==> config.mk <==
export PLATFORM = sky130hd
export DESIGN_NAME = expression_language_tokenizer_unit
export DESIGN_NICKNAME = d
export VERILOG_FILES = /design/src/hdl/elt_pkg.sv /design/src/hdl/elt_front.sv /design/src/hdl/elt_queue.sv /design/src/hdl/elt_back.sv /design/src/hdl/expression_language_tokenizer_unit.sv
export SDC_FILE = /design/constraint.sdc
export NUM_CORES = 1
export LEC_CHECK = 0
export ABC_AREA = 1
export BUFFER_PORTS_ARGS = -buffer_cell sky130_fd_sc_hd__buf_2
export CAP_MARGIN = 20
export CORE_MARGIN = 2
export CORE_UTILIZATION = 30
export CTS_CLUSTER_SIZE = 10
export DETAILED_ROUTE_END_ITERATION = 10
export GPL_TIMING_DRIVEN = 0
export PLACE_DENSITY = 0.51
export SYNTH_ARGS = -nofsm -noshare
export SYNTH_HDL_FRONTEND = slang
export SYNTH_SLANG_ARGS = --single-unit
export TNS_END_PERCENT = 100
==> constraint.sdc <==
create_clock -name clk -period 5.6 [get_ports clk]
set_clock_uncertainty 0.1 [all_clocks]
set_input_delay 0.56 -clock clk [delete_from_list [all_inputs] [get_ports clk]]
set_output_delay 0.56 -clock clk [all_outputs]
set_load 0.005 [all_outputs]
==> src/hdl/elt_pkg.sv <==
package elt_pkg;

	// token kinds
	localparam logic [3:0] KIND_IDENT   = 4'd0;
	localparam logic [3:0] KIND_KEYWORD = 4'd1;
	localparam logic [3:0] KIND_NUMBER  = 4'd2;
	localparam logic [3:0] KIND_OP      = 4'd3;
	localparam logic [3:0] KIND_ASSIGN  = 4'd4;
	localparam logic [3:0] KIND_SEMI    = 4'd5;
	localparam logic [3:0] KIND_LPAREN  = 4'd6;
	localparam logic [3:0] KIND_RPAREN  = 4'd7;
	localparam logic [3:0] KIND_UNKNOWN = 4'd8;
	localparam logic [3:0] KIND_EOF     = 4'd9;

	// one token record as it travels through the queue
	typedef struct packed {
		logic [3:0]  kind;
		logic [3:0]  sub_code;
		logic [15:0] start_offset;
		logic [15:0] token_length;
		logic [7:0]  single_char;
		logic        last_of_run;
	} tok_t;

	// write enables from the scanner into the queue
	typedef struct packed {
		logic v0;
		logic v1;
	} push_t;

endpackage

==> src/hdl/elt_front.sv <==
module elt_front #(
	parameter int PositionBits = 16
) (
	input  logic          clk,
	input  logic          arst_n,
	input  logic          in_valid,
	input  logic          room,
	input  logic          command,
	input  logic [7:0]    char_in,
	output elt_pkg::push_t push,
	output elt_pkg::tok_t  tok0,
	output elt_pkg::tok_t  tok1
);
	import elt_pkg::*;

	typedef enum logic [3:0] {
		M_IDLE, M_IDENT, M_NUMBER, M_EQ, M_BANG, M_LT, M_GT, M_AMP, M_PIPE
	} mode_t;

	localparam int KwBytes = 5;

	// operator sub-codes
	localparam logic [3:0] OP_EQ   = 4'd0;
	localparam logic [3:0] OP_NE   = 4'd1;
	localparam logic [3:0] OP_NOT  = 4'd2;
	localparam logic [3:0] OP_LE   = 4'd3;
	localparam logic [3:0] OP_LT   = 4'd4;
	localparam logic [3:0] OP_GE   = 4'd5;
	localparam logic [3:0] OP_GT   = 4'd6;
	localparam logic [3:0] OP_AND  = 4'd7;
	localparam logic [3:0] OP_OR   = 4'd8;
	localparam logic [3:0] OP_ADD  = 4'd9;
	localparam logic [3:0] OP_SUB  = 4'd10;
	localparam logic [3:0] OP_MUL  = 4'd11;
	localparam logic [3:0] OP_DIV  = 4'd12;
	localparam logic [3:0] OP_MOD  = 4'd13;

	// keyword sub-codes
	localparam logic [3:0] KW_PRINT = 4'd0;
	localparam logic [3:0] KW_IF    = 4'd1;
	localparam logic [3:0] KW_WHILE = 4'd2;
	localparam logic [3:0] KW_ELSE  = 4'd3;

	// characters
	localparam logic [7:0] CH_NUL    = 8'h00;
	localparam logic [7:0] CH_EQ     = "=";
	localparam logic [7:0] CH_BANG   = "!";
	localparam logic [7:0] CH_LT     = "<";
	localparam logic [7:0] CH_GT     = ">";
	localparam logic [7:0] CH_AMP    = "&";
	localparam logic [7:0] CH_PIPE   = "|";
	localparam logic [7:0] CH_PLUS   = "+";
	localparam logic [7:0] CH_MINUS  = "-";
	localparam logic [7:0] CH_STAR   = "*";
	localparam logic [7:0] CH_SLASH  = "/";
	localparam logic [7:0] CH_PCT    = "%";
	localparam logic [7:0] CH_SEMI   = ";";
	localparam logic [7:0] CH_LPAREN = "(";
	localparam logic [7:0] CH_RPAREN = ")";

	// keyword text, first character in the low byte
	localparam logic [39:0] TXT_PRINT = {"t", "n", "i", "r", "p"};
	localparam logic [15:0] TXT_IF    = {"f", "i"};
	localparam logic [39:0] TXT_WHILE = {"e", "l", "i", "h", "w"};
	localparam logic [31:0] TXT_ELSE  = {"e", "s", "l", "e"};

	localparam logic [PositionBits-1:0] PosMax = {PositionBits{1'b1}};

	mode_t                   mode_q;
	logic [PositionBits-1:0] pos_q;
	logic [PositionBits-1:0] start_q;
	logic [PositionBits-1:0] len_q;
	logic [8*KwBytes-1:0]    prefix_q;

	logic [PositionBits+15:0] pos_ext, start_ext, len_ext;
	logic [15:0] pos16, start16, len16;
	logic        accept;
	logic        is_space, is_alpha, is_digit, is_end;
	logic        cont, pair_eq, pair_log;
	logic        kw_hit;
	logic [3:0]  kw_idx;
	logic        close_v, begin_v, a_v, b_v;
	tok_t        close_tok, begin_tok, pair_tok, eof_tok, a_tok, b_tok;
	mode_t       begin_mode;
	logic [PositionBits-1:0] pos_inc, len_inc;

	assign accept = in_valid & room;

	// low 16 bits of the position counters, and their saturating increments
	always_comb begin
		pos_ext   = {16'd0, pos_q};
		start_ext = {16'd0, start_q};
		len_ext   = {16'd0, len_q};
		pos16     = pos_ext[15:0];
		start16   = start_ext[15:0];
		len16     = len_ext[15:0];
		pos_inc   = (pos_q != PosMax) ? pos_q + 1'b1 : pos_q;
		len_inc   = (len_q != PosMax) ? len_q + 1'b1 : len_q;
	end

	// character classes
	always_comb begin
		is_space = (char_in == 8'd32) || (char_in >= 8'd9 && char_in <= 8'd13);
		is_alpha = (char_in >= "a" && char_in <= "z") || (char_in >= "A" && char_in <= "Z");
		is_digit = (char_in >= "0" && char_in <= "9");
		is_end   = command || (char_in == CH_NUL);
	end

	// keyword lookup on the held prefix
	always_comb begin
		kw_hit = 1'b1;
		kw_idx = KW_PRINT;
		if (len_q == PositionBits'(5) && prefix_q[39:0] == TXT_PRINT) begin
			kw_idx = KW_PRINT;
		end else if (len_q == PositionBits'(2) && prefix_q[15:0] == TXT_IF) begin
			kw_idx = KW_IF;
		end else if (len_q == PositionBits'(5) && prefix_q[39:0] == TXT_WHILE) begin
			kw_idx = KW_WHILE;
		end else if (len_q == PositionBits'(4) && prefix_q[31:0] == TXT_ELSE) begin
			kw_idx = KW_ELSE;
		end else begin
			kw_hit = 1'b0;
		end
	end

	// token that the pending scan state closes into
	always_comb begin
		close_v = 1'b1;
		close_tok = '0;
		close_tok.start_offset = start16;
		close_tok.token_length = 16'd1;
		unique case (mode_q)
			M_IDENT: begin
				close_tok.kind = kw_hit ? KIND_KEYWORD : KIND_IDENT;
				close_tok.sub_code = kw_hit ? kw_idx : 4'd0;
				close_tok.token_length = len16;
			end
			M_NUMBER: begin
				close_tok.kind = KIND_NUMBER;
				close_tok.token_length = len16;
			end
			M_EQ: close_tok.kind = KIND_ASSIGN;
			M_BANG: begin
				close_tok.kind = KIND_OP;
				close_tok.sub_code = OP_NOT;
				close_tok.single_char = CH_BANG;
			end
			M_LT: begin
				close_tok.kind = KIND_OP;
				close_tok.sub_code = OP_LT;
				close_tok.single_char = CH_LT;
			end
			M_GT: begin
				close_tok.kind = KIND_OP;
				close_tok.sub_code = OP_GT;
				close_tok.single_char = CH_GT;
			end
			M_AMP: begin
				close_tok.kind = KIND_UNKNOWN;
				close_tok.single_char = CH_AMP;
			end
			M_PIPE: begin
				close_tok.kind = KIND_UNKNOWN;
				close_tok.single_char = CH_PIPE;
			end
			default: close_v = 1'b0;
		endcase
	end

	// start of a new token from the current byte
	always_comb begin
		begin_v = 1'b0;
		begin_mode = M_IDLE;
		begin_tok = '0;
		begin_tok.start_offset = pos16;
		begin_tok.token_length = 16'd1;
		if (is_alpha) begin
			begin_mode = M_IDENT;
		end else if (is_digit) begin
			begin_mode = M_NUMBER;
		end else if (!is_space) begin
			unique case (char_in)
				CH_EQ:   begin_mode = M_EQ;
				CH_BANG: begin_mode = M_BANG;
				CH_LT:   begin_mode = M_LT;
				CH_GT:   begin_mode = M_GT;
				CH_AMP:  begin_mode = M_AMP;
				CH_PIPE: begin_mode = M_PIPE;
				CH_PLUS, CH_MINUS, CH_STAR, CH_SLASH, CH_PCT: begin
					begin_v = 1'b1;
					begin_tok.kind = KIND_OP;
					begin_tok.single_char = char_in;
					unique case (char_in)
						CH_PLUS:  begin_tok.sub_code = OP_ADD;
						CH_MINUS: begin_tok.sub_code = OP_SUB;
						CH_STAR:  begin_tok.sub_code = OP_MUL;
						CH_SLASH: begin_tok.sub_code = OP_DIV;
						default:  begin_tok.sub_code = OP_MOD;
					endcase
				end
				CH_SEMI: begin
					begin_v = 1'b1;
					begin_tok.kind = KIND_SEMI;
				end
				CH_LPAREN: begin
					begin_v = 1'b1;
					begin_tok.kind = KIND_LPAREN;
				end
				CH_RPAREN: begin
					begin_v = 1'b1;
					begin_tok.kind = KIND_RPAREN;
				end
				default: begin
					begin_v = 1'b1;
					begin_tok.kind = KIND_UNKNOWN;
					begin_tok.single_char = char_in;
				end
			endcase
		end
	end

	// two-character operators and the end-of-file token
	always_comb begin
		cont = ((mode_q == M_IDENT) && (is_alpha || is_digit)) ||
			((mode_q == M_NUMBER) && is_digit);
		pair_eq = (char_in == CH_EQ) && ((mode_q == M_EQ) || (mode_q == M_BANG) ||
			(mode_q == M_LT) || (mode_q == M_GT));
		pair_log = ((mode_q == M_AMP) && (char_in == CH_AMP)) ||
			((mode_q == M_PIPE) && (char_in == CH_PIPE));
		pair_tok = '0;
		pair_tok.kind = KIND_OP;
		pair_tok.start_offset = start16;
		pair_tok.token_length = 16'd2;
		unique case (mode_q)
			M_EQ:    pair_tok.sub_code = OP_EQ;
			M_BANG:  pair_tok.sub_code = OP_NE;
			M_LT:    pair_tok.sub_code = OP_LE;
			M_GT:    pair_tok.sub_code = OP_GE;
			M_AMP:   pair_tok.sub_code = OP_AND;
			default: pair_tok.sub_code = OP_OR;
		endcase
		eof_tok = '0;
		eof_tok.kind = KIND_EOF;
		eof_tok.start_offset = pos16;
	end

	// pick up to two tokens for this byte, packed to the front
	always_comb begin
		a_v = 1'b0;
		b_v = 1'b0;
		a_tok = close_tok;
		b_tok = begin_tok;
		if (is_end) begin
			a_v = close_v;
			b_v = 1'b1;
			b_tok = eof_tok;
		end else if (cont) begin
			a_v = 1'b0;
		end else if (pair_eq || pair_log) begin
			a_v = 1'b1;
			a_tok = pair_tok;
		end else begin
			a_v = close_v;
			b_v = begin_v;
		end
		tok0 = a_v ? a_tok : b_tok;
		tok1 = b_tok;
		tok0.last_of_run = !(a_v && b_v);
		tok1.last_of_run = 1'b1;
		push.v0 = accept && (a_v || b_v);
		push.v1 = accept && a_v && b_v;
	end

	// scan state
	always_ff @(posedge clk or negedge arst_n) begin
		if (!arst_n) begin
			mode_q   <= M_IDLE;
			pos_q    <= '0;
			start_q  <= '0;
			len_q    <= '0;
			prefix_q <= '0;
		end else if (accept) begin
			if (is_end) begin
				mode_q   <= M_IDLE;
				pos_q    <= '0;
				start_q  <= '0;
				len_q    <= '0;
				prefix_q <= '0;
			end else begin
				pos_q <= pos_inc;
				if (cont) begin
					if (mode_q == M_IDENT) begin
						for (int i = 0; i < KwBytes; i++) begin
							if (len_q == PositionBits'(i)) begin
								prefix_q[8*i +: 8] <= char_in;
							end
						end
					end
					len_q <= len_inc;
				end else if (pair_eq || pair_log) begin
					mode_q <= M_IDLE;
				end else begin
					mode_q  <= begin_mode;
					start_q <= pos_q;
					len_q   <= PositionBits'(1);
					if (is_alpha) begin
						prefix_q <= {{(8*KwBytes-8){1'b0}}, char_in};
					end
				end
			end
		end
	end

endmodule

==> src/hdl/elt_queue.sv <==
module elt_queue (
	input  logic           clk,
	input  logic           arst_n,
	input  elt_pkg::push_t push,
	input  elt_pkg::tok_t  wdata0,
	input  elt_pkg::tok_t  wdata1,
	output logic           room,
	output logic           nonempty,
	input  logic           pop,
	output elt_pkg::tok_t  rdata
);
	import elt_pkg::*;

	localparam int Depth = 4;
	localparam int PtrBits = $clog2(Depth);

	tok_t               entry_q [Depth];
	logic [PtrBits-1:0] wr_ptr_q, rd_ptr_q, wr_ptr_n1;
	logic [PtrBits:0]   count_q;
	logic [PtrBits:0]   push_cnt, pop_cnt;

	// room for a full two-token burst
	assign room      = count_q <= (PtrBits + 1)'(Depth - 2);
	assign nonempty  = count_q != '0;
	assign rdata     = entry_q[rd_ptr_q];
	assign wr_ptr_n1 = wr_ptr_q + 1'b1;
	assign push_cnt  = (PtrBits + 1)'(push.v0) + (PtrBits + 1)'(push.v1);
	assign pop_cnt   = (PtrBits + 1)'(pop);

	// entry storage
	always_ff @(posedge clk) begin
		if (push.v0) begin
			entry_q[wr_ptr_q] <= wdata0;
		end
		if (push.v1) begin
			entry_q[wr_ptr_n1] <= wdata1;
		end
	end

	// pointers and fill level
	always_ff @(posedge clk or negedge arst_n) begin
		if (!arst_n) begin
			wr_ptr_q <= '0;
			rd_ptr_q <= '0;
			count_q  <= '0;
		end else begin
			wr_ptr_q <= wr_ptr_q + push_cnt[PtrBits-1:0];
			if (pop) begin
				rd_ptr_q <= rd_ptr_q + 1'b1;
			end
			count_q <= count_q + push_cnt - pop_cnt;
		end
	end

endmodule

==> src/hdl/elt_back.sv <==
module elt_back (
	input  logic          clk,
	input  logic          arst_n,
	input  logic          nonempty,
	input  elt_pkg::tok_t rdata,
	output logic          pop,
	output logic          m_tvalid,
	input  logic          m_tready,
	output elt_pkg::tok_t tok
);
	import elt_pkg::*;

	logic valid_q;
	tok_t tok_q;

	// refill the output register when it is empty or being taken
	assign pop      = nonempty && (!valid_q || m_tready);
	assign m_tvalid = valid_q;
	assign tok      = tok_q;

	always_ff @(posedge clk or negedge arst_n) begin
		if (!arst_n) begin
			valid_q <= 1'b0;
		end else if (pop) begin
			valid_q <= 1'b1;
		end else if (m_tready) begin
			valid_q <= 1'b0;
		end
	end

	// token payload
	always_ff @(posedge clk) begin
		if (pop) begin
			tok_q <= rdata;
		end
	end

endmodule

==> src/hdl/expression_language_tokenizer_unit.sv <==
// Streaming lexer for a small expression language. Each input transfer carries one source
// byte (s_tdata) or an end-of-source mark (s_tuser high, or a zero byte); each output
// transfer carries one token, with m_tlast set on the last token caused by an input
// transfer. The block takes one byte per cycle while its four-entry token queue has two
// free slots; s_tready drops when it has fewer. The output register drains one token per
// cycle while m_tready is high, so the second token of a byte that closes one token and
// starts another waits in the queue. A token reaches the output through the queue and the
// output register after the byte that completes it; tokens that need one byte of lookahead
// (names, numbers and a lone = ! < > & |) complete on the following byte, while == != <=
// >= && || complete on their second byte. After end of source the offsets restart at zero.
module expression_language_tokenizer_unit #(
	parameter int POSITION_BITS = 16
) (
	input  logic        clk,
	input  logic        arst_n,
	input  logic        s_tvalid,
	output logic        s_tready,
	input  logic [7:0]  s_tdata,   // char_in[7:0]
	input  logic        s_tuser,   // command
	output logic        m_tvalid,
	input  logic        m_tready,
	output logic [47:0] m_tdata,   // sub_code[3:0], start_offset[19:4],
	                               // token_length[35:20], single_char[43:36], zero[47:44]
	output logic [3:0]  m_tuser,   // kind[3:0]
	output logic        m_tlast
);
	import elt_pkg::*;

	push_t push;
	tok_t  tok0, tok1, q_rdata, out_tok;
	logic  room, nonempty, pop;

	assign s_tready = room;

	// scanner and classifier
	elt_front #(
		.PositionBits(POSITION_BITS)
	) u_front (
		.clk      (clk),
		.arst_n   (arst_n),
		.in_valid (s_tvalid),
		.room     (room),
		.command  (s_tuser),
		.char_in  (s_tdata),
		.push     (push),
		.tok0     (tok0),
		.tok1     (tok1)
	);

	// token queue between scanner and output
	elt_queue u_queue (
		.clk      (clk),
		.arst_n   (arst_n),
		.push     (push),
		.wdata0   (tok0),
		.wdata1   (tok1),
		.room     (room),
		.nonempty (nonempty),
		.pop      (pop),
		.rdata    (q_rdata)
	);

	// output register
	elt_back u_back (
		.clk      (clk),
		.arst_n   (arst_n),
		.nonempty (nonempty),
		.rdata    (q_rdata),
		.pop      (pop),
		.m_tvalid (m_tvalid),
		.m_tready (m_tready),
		.tok      (out_tok)
	);

	// pack the token onto the master side
	assign m_tdata = {4'd0, out_tok.single_char, out_tok.token_length,
		out_tok.start_offset, out_tok.sub_code};
	assign m_tuser = out_tok.kind;
	assign m_tlast = out_tok.last_of_run;

endmodule
== Word level (Yosys, flattened, before mapping) ==
Memories as Yosys holds them, arrays and structs flattened. A register that Yosys moved wholly into a read port is not among the register bits.
Index checks and enable logic that the tools add are counted.

* Register bits: 100
* RAM bits: 196
* Word-level logic and storage cells: 203
* Memories kept: 1

* $add $sub $neg: 8
* Order comparisons: 9
* Eq/ne operators: 44
* Multiplexer cells: 73
* Bitwise gates (word level): 1
* Reduce and logical (&&, ||, !) cells: 54

{| class="wikitable"
|+ Memory list
! memory !! words !! width !! rd ports !! clocked after Yosys merged registers in !! wr ports !! line !! source
|-
| u_queue.entry_q || 4 || 49 || 1 || 1 || 2 || elt_queue.sv:17 || <nowiki>tok_t entry_q [Depth];</nowiki>
|}

{| class="wikitable"
|+ Operators with widths
! kind !! count
|-
| $mux 49 || 5
|-
| $mux 40 || 5
|-
| $mux 16 || 10
|-
| $eq 8x6->1 const B || 14
|-
| $mux 8 || 12
|-
| $eq 40x39->1 const B || 2
|-
| $pmux 4 s5 || 3
|-
| $mux 4 || 11
|-
| $pmux 7 s5 || 1
|-
| $add 16x1->16 const B || 2
|-
| $eq 16x2->1 const B || 2
|-
| $eq 16x3->1 const B || 2
|-
| $eq 32x31->1 const B || 1
|-
| $ne 16x16->1 const B || 2
|-
| $reduce_and 5->1 || 5
|-
| $pmux 4 s6 || 1
|-
| $mux 1 || 22
|-
| $ne 3x2->1 const B || 7
|-
| $logic_and 1x1->1 || 18
|-
| $eq 16x1->1 const B || 1
|-
| $eq 16x15->1 const B || 1
|-
| $eq 4x3->1 const B || 4
|-
| $ge 8x7->1 const B || 2
|-
| $le 8x7->1 const B || 2
|-
| other kinds (34) || 54
|}

== Depth between registers and ports, before layout ==
* Depth in word-level cells: 14
* Gate-level depth with buffers: 18
* Depth with buffers taken out: 17

== Modules after synthesis ==
A second synthesis with hierarchy kept.

* Cells, all modules: 2456
* Area total of the unflattened synthesis: 19338.5 um^2

{| class="wikitable"
|+ By module, submodules not included
! module !! instances !! cells each !! area each (um^2) !! sequential area each (um^2)
|-
| elt_queue || 1 || 1482 || 11598.6 || 6060.8
|-
| elt_front || 1 || 914 || 6185.9 || 2302.2
|-
| elt_back || 1 || 55 || 1520.2 || 1496.4
|-
| expression_language_tokenizer_unit || 1 || 5 || 33.8 || 0.0
|}

== Worst setup path before layout ==
Ideal clock, no wire load.

* Path type: input to register
* From: input m_tready
* To: register u_queue.count_q[2]
* Setup time: 0.129 ns
* Data arrival time: 4.522 ns
* Setup slack: 0.850 ns
* Cell stages on the path: 9
* Path buffers: 0
* Cell sequence: nor2_1 a21oi_1 ha_1 inv_1 ha_1 inv_1 fa_1 xnor2_1 xor2_1

* Cells in the longest elaborated chain, start to end: 3

{| class="wikitable"
|+ RTL lines
! element !! line !! source
|-
| from (decl) || expression_language_tokenizer_unit.sv:21 || <nowiki>input logic m_tready,</nowiki>
|-
| $logic_or 1x1->1 || elt_back.sv:17 || <nowiki>assign pop = nonempty && (!valid_q || m_tready);</nowiki>
|-
| $logic_and 1x1->1 || elt_back.sv:17 ||
|-
| via pop || expression_language_tokenizer_unit.sv:31 || <nowiki>logic room, nonempty, pop;</nowiki>
|-
| $sub 3x1->3 || elt_queue.sv:51 || <nowiki>count_q <= count_q + push_cnt - pop_cnt;</nowiki>
|-
| to (signal assigned) || elt_queue.sv:51 ||
|-
| to (decl) || elt_queue.sv:19 || <nowiki>logic [PtrBits:0] count_q;</nowiki>
|}

The timed path passes the listed nets, and every way through them passes these cells.
A chain may end at the register's enable or synchronous reset.

== Worst setup path in the final report ==
* From: register u_front.mode_q[1]
* To: register u_queue.count_q[2]

* Cells in the longest elaborated chain, start to end: 14
* Elaborated cells between the ends (all ways): 34
* Classes of those cells: add/sub (3); eq/ne (8); mux (7); reduce/logical (16)

{| class="wikitable"
|+ RTL lines
! element !! line !! source
|-
| from (decl) || elt_front.sv:69 || <nowiki>mode_t mode_q;</nowiki>
|-
| from (signal assigned) || elt_front.sv:303 || <nowiki>mode_q <= begin_mode;</nowiki>
|-
| $eq 4x2->1 or $eq 4x3->1 (tied branches) || elt_front.sv:132, elt_front.sv:226 ||
|-
| $logic_or 1x1->1 (2 in a row) || elt_front.sv:226 || <nowiki>pair_eq = (char_in == CH_EQ) && ((mode_q == M_EQ) || (mode_q == M_BANG) ||</nowiki>
|-
| $logic_or 1x1->1 || elt_front.sv:227 || <nowiki>(mode_q == M_LT) || (mode_q == M_GT));</nowiki>
|-
| $logic_and 1x1->1 || elt_front.sv:226 ||
|-
| $logic_or 1x1->1 || elt_front.sv:259 || <nowiki>end else if (pair_eq || pair_log) begin</nowiki>
|-
| $mux 1 || elt_front.sv:259 ||
|-
| $mux 1 || elt_front.sv:257 || <nowiki>end else if (cont) begin</nowiki>
|-
| $mux 1 || elt_front.sv:253 || <nowiki>if (is_end) begin</nowiki>
|-
| $logic_or 1x1->1 or $logic_and 1x1->1 (tied branches) || elt_front.sv:270, elt_front.sv:271 ||
|-
| $logic_and 1x1->1, on equally long branches || elt_front.sv:270, elt_front.sv:271 ||
|-
| $add 1x1->2 * || elt_queue.sv:27 || <nowiki>assign push_cnt = (PtrBits + 1)'(push.v0) + (PtrBits + 1)'(push.v1);</nowiki>
|-
| $add 3x3->3 * || elt_queue.sv:51 ||
|-
| $sub 3x1->3 * || elt_queue.sv:51 ||
|}

Every way passes the cells marked *; elsewhere a longest branch is shown, timed or not.

==> run metrics <==
Seq cells post-synth=roughly 350; WL/cell=18.8 µm; CTS max path bufs=3; clock-pin slew on the worst setup and hold paths=~0.060 ns; Startpoint Class=flip-flop; H-tree lvl count=2; VDD IR max=~0.21 mV; top cells by area, synth=edfxtp_1 31%, dfrtp_1 14%, nand2_1 11%; vias after detailed routing=14773; maximum clock frequency=274 MHz; Hold WS=0.112 ns; die footprint=between 50000 and 60000 µm²; slew margin rel.=a little under a quarter; Crit Reg-Reg Startpoint=u_front.mode_q[1]$_DFFE_PN0P_; post-synth top area share=between 30% and 40%; DR vias/cell=around 5; placed cell area=18800 µm²; DIE WIDTH=244 µm; GRT Overall Usage=18.5%; DRC violations left=0; Post-Route WL=about 55000 µm; R2R depth=15; fraction of final layout cells sized beyond drive strength 1=12.0%; vias in the first global route=approximately 14000; starting density of the core=30.2%; initial antenna violation count=0; CP endpoint kind=flip-flop; top_reg_cell synth=edfxtp_1; DR iter-0 viols=1341; min cycle time layout=3.64 ns; # clock sinks=345; Final GP Congestion=0.867; Post-Layout Cell Count=2958; Worst Path Arrival=4.03 ns; cell taking the most area after synthesis=edfxtp_1; unrepaired setup endpoints after global routing=false; final period utilization=65.1%; Slew Viols, Final=0; top post-synthesis cells by count=526 x nand2_1, 268 x nor2_1, 214 x o21ai_0; type of the most critical hold path=primary input to flip-flop; reg2reg end=u_queue.count_q[2]$_DFF_PN0_; post-synthesis xor/xnor area fraction=1.01%; combinational family with the most area after synthesis=simple AND/OR/NAND/NOR gates; Worst R2R Setup Slack=1.96 ns; Synth Area in Compound Gates=13.2%; post-route ant nets=0; post-synthesis instance area=between 15000 and 20000 µm²; critical setup path kind=flip-flop to flip-flop; first-pass GRT wire length=84500 µm; Leak=7.94 nW; Nets=2187; Layout area overhead=15.6%; status=complete, no violations; Mapped Avg Cell Area=8.46 µm²; number of I/O pins=68; FP Rows=88; Crit. Startpoint=u_front.mode_q[1]$_DFFE_PN0P_; largest net degree at the start of global routing=56; Syn Inst Count=2047; asr flop ratio synth=29.0%; Worst Setup EP=u_queue.count_q[2]$_DFF_PN0_; CTS Buf Count=42; cell area power density=about 450 nW/µm²; CTS tree=done; IO buf count=61; total grt overflow=0; register area share after synthesis=53.2%; data required time at the worst endpoint=5.98 ns; dpl cells=2883; Post-synth EDFFs=181; Cell variety after synth=51; CTS root buffer=clkbuf_16; Core Area=57400 µm²; post-synthesis simple-gate area fraction=24.4%; Antenna diodes=0; CP max FO=10; Slew @ Worst Pin=1.14 ns; post-synthesis mux area share=0%; drt first pass iters=5; Final Cell Area=20000 µm²; Setup Fix Bufs, Post-CTS=0; Filler cells=5944; Final Hold Fails=0; Max Cap Viol=0; Die Ht=around 240 µm; Ys Warns=0; Worst-Skew Late Latency=0.57 ns; Synth Area in Adders=0.838%; DP HPWL=39700 µm; most frequent cell after synthesis=nand2_1; setup violators final=0
==> power breakdown <==
part	switching (mW)	leakage, nW	internal [mW]
Clock	1.06	0.595	1.48
Sequential	0.198	3.61	3.34
Combinational	2.11	3.73	0.854
Total	3.37	7.94	5.68
==> flip-flops by register name (all words and copies together), names as in the netlist <==
name and cells:
u_queue.entry_q 196, u_front.len16 16, u_back.tok 49, u_queue.rd_ptr_q 2, u_front.prefix_q 40, u_front.start16 16, u_front.mode_q 4, u_front.pos16 16
u_queue.wr_ptr_q 2, u_back.m_tvalid 1, u_queue.count_q 3
==> metrics by stage <==
stage / utilization (%) / total power [mW] / setup WS, ns / TNS [ns]
global placement: 32.4 / 6.48 / -0.988 / -3.60
detailed placement: 32.7 / 6.56 / 1.91 / 0
finish: 34.9 / 9.05 / 1.96 / 0
global route: 34.9 / 9.54 / 1.74 / 0
CTS: 34.9 / 9.11 / 1.96 / 0
floorplan: - / 5.30 / 0.850 / 0
==> cells in the final DEF (no fill, tap or decap), drive strengths merged, types with 2 or more instances in the layout <==
cell	count
a211oi	2
a21oi	24
a22oi	2
a31oi	2
buf	133
clkbuf	114
clkinv	4
conb	4
dfrtp	100
dfxtp	64
edfxtp	181
ha	10
inv	158
nand2	545
nand3	118
nand4	10
nor2	281
nor3	33
nor3b	3
nor4	3
o21ai	297
o22ai	72
o31ai	4
xnor2	3
xor2	17
==> worst max-delay path: stages, from the launching register on <==
cell     delay (ns)
dfrtp_1        0.46
inv_1          0.15
nand2_1        0.12
nor3_2         0.29
nor2_1         0.12
o21ai_1        0.25
nand2_4        0.17
inv_4          0.19
nand3_4        0.20
inv_6          0.17
ha_1           0.20
inv_1          0.05
ha_1           0.29
fa_1           0.44
xnor2_1        0.17
xor2_1         0.16
==> logic make-up after synthesis <==
| kind of cell | after synthesis |
|---|---|
| simple gates | 995 |
| flops | 345 |
| fa+ha+maj | 11 |
| buf+inv | 268 |
| compound gates | 407 |
| other cells | 1 |
| xor+xnor | 20 |
==> final cells by class <==
type / count / area (µm²) / area share (%)
Sequential cell: 345 / 9220 / 46.0
Multi-Input combinational cell: 1437 / 6860 / 34.3
Buffer: 108 / 663 / 3.31
Clock inverter: 3 / 51.3 / 0.256
Tap cell: 765 / 957 / 4.78
Inverter: 160 / 608 / 3.04
Timing Repair Buffer: 69 / 473 / 2.36
Clock buffer: 71 / 1190 / 5.94
==> repair_timing <==
action,in CTS,in global routing
endpoints found under the hold margin,45,0
gates resized for setup,0,0
hold buffers,1,0
==> how the worst min path moves through the flow <==
stage	from	endpoint	cells past startpoint
floorplan	arst_n	u_back.m_tvalid$_DFFE_PN0P_	0
global placement	u_queue.entry_q[2][18]$_SDFFE_PP0P_	u_queue.entry_q[2][18]$_SDFFE_PP0P_	2
detailed placement	u_queue.entry_q[2][10]$_SDFFE_PP0P_	u_queue.entry_q[2][10]$_SDFFE_PP0P_	2
CTS	m_tready	u_back.m_tvalid$_DFFE_PN0P_	2
global route	m_tready	u_back.m_tvalid$_DFFE_PN0P_	2
finish	m_tready	u_back.m_tvalid$_DFFE_PN0P_	2
==> metal layers <==
| metal | vias up | global-route usage [%] | share of wire (%) |
|---|---|---|---|
| li1 | 7066 | - | - |
| met1 | 7199 | 25.3 | 45 |
| met2 | 429 | 30.3 | 47 |
| met3 | 79 | 2.48 | 5.2 |
| met4 | 0 | 5.61 | 2.4 |
| met5 | - | 0 | 0 |
Power figures use the tool's default switching activity.
